## config.mk

```make
export PLATFORM = sky130hd
export DESIGN_NAME = fcw_walk
export DESIGN_NICKNAME = d
export VERILOG_FILES = /design/src/hw/rtl/fcw_pkg.sv /design/src/hw/rtl/fcw_walk.sv
export SDC_FILE = /design/constraint.sdc
export NUM_CORES = 1
export LEC_CHECK = 0
export ABC_AREA = 1
export BUFFER_PORTS_ARGS = -buffer_cell sky130_fd_sc_hd__buf_2
export CAP_MARGIN = 10
export CORE_MARGIN = 5
export CORE_UTILIZATION = 40
export DETAILED_ROUTE_END_ITERATION = 10
export GPL_TIMING_DRIVEN = 1
export PLACE_DENSITY = 0.66
export SLEW_MARGIN = 5
export SYNTH_ARGS = -nofsm -noshare
export SYNTH_HDL_FRONTEND = slang
export SYNTH_SLANG_ARGS = --single-unit
```

## constraint.sdc

```tcl
create_clock -name clk -period 3.4 [get_ports clk]
set_input_delay 0.68 -clock clk [delete_from_list [all_inputs] [get_ports clk]]
set_output_delay 0.68 -clock clk [all_outputs]
set_load 0.02 [all_outputs]
```

## src/hw/rtl/fcw_pkg.sv

```systemverilog
// ----------------------------------------------------------------------------
// fcw_pkg
// Shared constants and types for the FAT cluster chain walker.
// ----------------------------------------------------------------------------
package fcw_pkg;

  localparam int FCW_TABLE_BYTES = 8192;
  localparam int FCW_MAX_CHAIN   = 64;

  // wide enough for any byte offset of a 16-bit cluster and for the table size
  localparam int OFS_W = 18;

  localparam logic [15:0] END12 = 16'h0FF8;
  localparam logic [15:0] END16 = 16'hFFF8;

  localparam logic KIND_WRITE = 1'b0;
  localparam logic KIND_WALK  = 1'b1;

  localparam logic CFG_FAT_MODE   = 1'b0;
  localparam logic CFG_STEP_LIMIT = 1'b1;

  localparam logic [1:0] ST_OK     = 2'd0;
  localparam logic [1:0] ST_REJECT = 2'd1;
  localparam logic [1:0] ST_LIMIT  = 2'd2;
  localparam logic [1:0] ST_RANGE  = 2'd3;

  typedef struct packed {
    logic       fat_mode;
    logic [6:0] step_limit;
  } cfg_t;

  typedef struct packed {
    logic             en;
    logic [OFS_W-1:0] addr;
    logic [7:0]       data;
  } wr_req_t;

  typedef struct packed {
    logic [OFS_W-1:0] addr_lo;
    logic [OFS_W-1:0] addr_hi;
  } rd_req_t;

  typedef struct packed {
    logic       busy;
    logic [6:0] count;
  } walk_stat_t;

endpackage

```

## src/hw/rtl/fcw_walk.sv

```systemverilog
// ----------------------------------------------------------------------------
// fcw_walk
// Sequencer: takes items, issues table writes and entry reads, decodes links
// and drives the result register.
// ----------------------------------------------------------------------------
module fcw_walk #(
  parameter int TABLE_BYTES = fcw_pkg::FCW_TABLE_BYTES,
  parameter int MAX_CHAIN   = fcw_pkg::FCW_MAX_CHAIN
) (
  input  logic                clk,
  input  logic                rst_n,
  input  fcw_pkg::cfg_t       cfg,
  input  logic                in_valid,
  output logic                in_ready,
  input  logic                in_kind,
  input  logic [12:0]         in_addr,
  input  logic [7:0]          in_byte,
  input  logic [15:0]         in_start,
  output fcw_pkg::wr_req_t    wr,
  output fcw_pkg::rd_req_t    rd,
  input  logic [7:0]          rd_lo,
  input  logic [7:0]          rd_hi,
  output logic                out_valid,
  input  logic                out_ready,
  output logic [15:0]         out_cluster,
  output logic                out_last,
  output logic [1:0]          out_status,
  output fcw_pkg::walk_stat_t stat
);
  import fcw_pkg::*;

  localparam logic [1:0] S_IDLE = 2'd0;
  localparam logic [1:0] S_RD   = 2'd1;
  localparam logic [1:0] S_EVAL = 2'd2;

  localparam logic [OFS_W-1:0] TBL_END = OFS_W'(TABLE_BYTES);

  logic [1:0]  state_r, state_nxt;
  logic [15:0] cur_r, cur_nxt;
  logic [6:0]  n_r, n_nxt;
  logic        rej_r, rej_nxt;
  logic        out_valid_r, out_valid_nxt;
  logic [15:0] out_cluster_r, out_cluster_nxt;
  logic        out_last_r, out_last_nxt;
  logic [1:0]  out_status_r, out_status_nxt;

  logic [OFS_W-1:0] cur_ext, off, off1;
  logic             in_range;
  logic [15:0]      next_link;
  logic             is_end;
  logic [6:0]       lim;
  logic             take;

  assign in_ready = (state_r == S_IDLE);
  assign take     = in_valid && in_ready;

  assign wr.en   = take && (in_kind == KIND_WRITE) && ({5'd0, in_addr} < TBL_END);
  assign wr.addr = {5'd0, in_addr};
  assign wr.data = in_byte;

  assign cur_ext  = {2'd0, cur_r};
  assign off      = cfg.fat_mode ? (cur_ext << 1) : (cur_ext + (cur_ext >> 1));
  assign off1     = off + OFS_W'(1);
  assign in_range = off1 < TBL_END;

  assign rd.addr_lo = off;
  assign rd.addr_hi = off1;

  always_comb begin
    if (cfg.fat_mode) begin
      next_link = {rd_hi, rd_lo};
      is_end    = next_link >= END16;
    end else begin
      if (cur_r[0]) begin
        next_link = {4'd0, rd_hi, rd_lo[7:4]};
      end else begin
        next_link = {4'd0, rd_hi[3:0], rd_lo};
      end
      is_end = next_link >= END12;
    end
  end

  always_comb begin
    if (cfg.step_limit == 7'd0) begin
      lim = 7'd1;
    end else if (cfg.step_limit > 7'(MAX_CHAIN)) begin
      lim = 7'(MAX_CHAIN);
    end else begin
      lim = cfg.step_limit;
    end
  end

  always_comb begin
    state_nxt       = state_r;
    cur_nxt         = cur_r;
    n_nxt           = n_r;
    rej_nxt         = rej_r;
    out_valid_nxt   = out_valid_r && !out_ready;
    out_cluster_nxt = out_cluster_r;
    out_last_nxt    = out_last_r;
    out_status_nxt  = out_status_r;
    case (state_r)
      S_IDLE: begin
        if (take && (in_kind == KIND_WALK)) begin
          cur_nxt   = in_start;
          n_nxt     = 7'd1;
          rej_nxt   = !cfg.fat_mode && (in_start < 16'd2);
          state_nxt = S_RD;
        end
      end
      S_RD: begin
        state_nxt = S_EVAL;
      end
      S_EVAL: begin
        if (!out_valid_r || out_ready) begin
          out_valid_nxt   = 1'b1;
          out_cluster_nxt = cur_r;
          out_last_nxt    = 1'b1;
          state_nxt       = S_IDLE;
          if (rej_r) begin
            out_status_nxt = ST_REJECT;
          end else if (!in_range) begin
            out_status_nxt = ST_RANGE;
          end else if (is_end) begin
            out_status_nxt = ST_OK;
          end else if (n_r >= lim) begin
            out_status_nxt = ST_LIMIT;
          end else begin
            out_status_nxt = ST_OK;
            out_last_nxt   = 1'b0;
            cur_nxt        = next_link;
            n_nxt          = n_r + 7'd1;
            state_nxt      = S_RD;
          end
        end
      end
      default: begin
        state_nxt = S_IDLE;
      end
    endcase
  end

  always_ff @(posedge clk) begin
    if (!rst_n) begin
      state_r     <= S_IDLE;
      out_valid_r <= 1'b0;
      n_r         <= 7'd0;
      rej_r       <= 1'b0;
    end else begin
      state_r     <= state_nxt;
      out_valid_r <= out_valid_nxt;
      n_r         <= n_nxt;
      rej_r       <= rej_nxt;
    end
    cur_r         <= cur_nxt;
    out_cluster_r <= out_cluster_nxt;
    out_last_r    <= out_last_nxt;
    out_status_r  <= out_status_nxt;
  end

  assign out_valid   = out_valid_r;
  assign out_cluster = out_cluster_r;
  assign out_last    = out_last_r;
  assign out_status  = out_status_r;

  assign stat.busy  = (state_r != S_IDLE);
  assign stat.count = n_r;

endmodule

```

==> flow_metrics.py <==
metrics = {
    "final_layout": {
        "syn_to_final_growth_pct": 25.74,
        "antenna_cells": 0,
        "final_util": 0.5137,
        "drive_gt1_frac": 0.3268,
        "fin_nets": 860,
        "fin_cells": 908,
    },
    "clock_network": {
        "clockBufferDepth": 2,
        "ctsHtreeMaxLevel": 2,
        "cts-buffers-inserted": 5,
        "hold_buffers": 0,
        "clkSinkCount": 46,
        "cts.clk_slew.worst_paths_ps": 90,
        "cts_root_buf": "clkbuf_8",
        "cts_tree": "built",
        "clk_latency_ps": 300,
    },
    "timing": {
        "slew_violations": 0,
        "rsz0062_at_grt": "yes",
        "setup_viol": 6,
        "finalWorstSetupSlack_ps": -73.99,
        "fmax_mhz": 287.9,
        "setup_tns_ps": -321.4,
        "worst_hold_slack_ps": 509.0,
        "period_needed_ps": 3474,
        "fin_crit_sh": 1.022,
        "slew_headroom": 0.6311,
        "hold_viol_final": 0,
        "worst_pin_slew_ps": 552.0,
        "fin_worst_skew_ps": 7.217,
    },
    "logic_synthesis": {
        "seq_area_frac_synth": 0.2858,
        "ys_types": 42,
        "synth_area_sq_um": 4448,
        "ys_ff_latch": 46,
        "synth_top_area_frac": 0.2363,
        "synth_largest_area_cell": "edfxtp_1",
        "synth-edff-count": 35,
        "yosysWarningCount": 0,
        "postSynthAreaPerCell_sq_um": 6.896,
        "netlist_instances": 645,
        "synthArstFlopShare": 0,
        "synthFlopType": "edfxtp_1",
        "yosys-top-cells-area": "edfxtp_1, nand2_1, inv_1, ha_1, nand3_1",
    },
    "route": {
        "vias": 4479,
        "wl_per_cell_um": 13.24,
        "dr.pass1.iters": 6,
        "drc_errors": 0,
        "vias_per_cell": 4.933,
        "drt_iter0_markers": 212,
        "top_layer_used": "met4",
        "drt_wl_total_um": 12020,
        "wl_met1_um": 5183,
        "wl_met2_um": 5771,
        "postRouteAntennaNets": 0,
        "wl_met3_um": 752,
    },
    "power": {
        "p_leak_nw": 2.803,
        "ir_drop_v": 0.0001550,
        "powerDensity_nw_per_um2": 324.7,
    },
    "place": {
        "place_ws_ps": -214.0,
        "hpwl_um": 9564,
        "dp.cells": 874,
        "gp_congestion": 0.8691,
        "io_buffers": 109,
    },
    "global_routing": {
        "grt_first_pass_wirelength_um": 19260,
        "antenna_found_initial": 0,
        "overflow": 0,
        "grt_max_degree": 33,
        "grt_pass1_vias": 4234,
        "grt_usage": 0.1761,
    },
    "floorplan": {
        "fp-row-count": 38,
        "die_w_um": 115.5,
        "die_h_um": 115.5,
        "io_pins": 158,
        "coreArea_sq_um": 10890,
        "die_area_sq_um": 13330,
        "start_util": 0.4085,
    },
    "critical_path": {
        "cp-start-kind": "flop",
        "crit_path_max_fanout": 4,
        "worstPathRequired_ps": 2720,
        "path_class": "reg -> out",
        "endpoint_kind": "output port",
        "cp_num_buf_inv": 4,
        "cp_top_family": "adder cells",
        "cp_slowest_cell": "fa_2",
        "max_stage_delay_ps": 550,
        "cp.arrival_ps": 2790,
        "crit_chain": "ha_2, fa_2, inv_4, o21ai_4, ha_4, nand2_4, nor2_4, nand2_2, nor2_4, nand2_4, inv_4, nand2_1, xor2_1, inv_1, buf_6",
    },
    "hold_path": {
        "hp-class": "reg -> reg",
    },
    "flow_run": {
        "cap_violations": 0,
    },
    "status": {
        "violations": "negative setup slack",
        "status": "finished, violations left",
    },
}
## synthesized netlist by cell type (12+ instances only)
cell,instances
a21oi_1,26
buf_4,29
edfxtp_1,35
ha_1,26
inv_1,88
nand2_1,183
nand2_2,16
nand3_1,52
nand4_1,12
nor2_1,44
o21ai_0,27
xor2_1,12
## path summary, 6_finish.rpt
path	start	end	slack (ps)	cells past startpoint
worst max-delay path	cur_r[1]	rd[12]	-70	15
worst min-delay path	cur_r[9]	out_cluster[9]	510	0
worst max register to register	cur_r[1]	cur_r[0]	80	20
worst min register to register	cur_r[9]	out_cluster[9]	510	0
## layout make-up
class                      count  area [sq um]
multi-input combinational    466          2775
inverter                      99         382.9
timing repair inverter         1         7.507
timing repair buffer         148         895.9
clock buffer                   6         72.57
clock inverter                 2         12.51
sequential                    46          1271
fill                        1043          5295
tap                          140         175.2
## cells by family after synthesis
group           after synthesis  share of synthesized area
other cells                   1                  0.0008431
buf+inv                     138                     0.1429
flops                        46                     0.2858
xor+xnor                     16                    0.03150
fa+ha+maj                    27                    0.07764
simple gates                350                     0.3752
compound gates               67                    0.08607
## sequential cells by signal, summed over array words and instances (netlist names)
signal       count
cur_r           16
n_r              7
out_cluster     16
out_last         1
out_status       2
out_valid        1
rej_r            1
state_r          2
## per-layer routing
layer | vias up | GRT usage
met5 | - | 0
met4 | 0 | 0.06260
met3 | 30 | 0.02402
met2 | 159 | 0.3036
met1 | 1999 | 0.2261
li1 | 2291 | -
## per-stage QoR
stage,power (mW),area (sq um)
2_1_floorplan,1.219,4482
3_3_place_gp,1.370,5044
3_5_place_dp,1.383,5044
4_1_cts,1.761,5303
5_1_grt,1.948,5593
6_report,1.816,5593
## cell usage in the layout (no fill, tap or decap), drive strengths merged, types with 2 or more instances in the layout
master / instances
a21oi: 27
ha: 26
o21ai: 29
o21a: 6
clkinvlp: 2
clkbuf: 6
xnor2: 4
or2: 9
conb: 6
dfxtp: 11
nor3: 3
nand2: 201
edfxtp: 35
xor2: 12
nand3: 60
nor2: 53
inv: 99
nand4: 13
nor4: 7
and2: 3
a21boi: 2
buf: 148
## worst reg2reg max path: cells and delay by family (launching register included)
family | cells | cell delay, ps
flip-flops | 1 | 430
AO/OA/AOI/OAI | 1 | 150
buffers and inverters | 4 | 430
adder cells (fa/ha/maj) | 3 | 940
AND/OR/NAND/NOR | 12 | 1090
## what timing repair did
item                       in CTS  in global routing
setup endpoints to repair       8                 34
gates resized for setup        36                 32
gates cloned                    0                  1
buffers inserted                7                 20
pin swaps                      14                 13
## report_power, final
part	leakage (nW)	internal, mW	total [mW]	switching, mW
sequential	0.409	0.635	0.661	0.0254
clock	0.0461	0.146	0.340	0.193
combinational	2.35	0.304	0.816	0.511
total	2.80	1.09	1.82	0.730
Note: power is estimated with default switching activity, not from simulation.
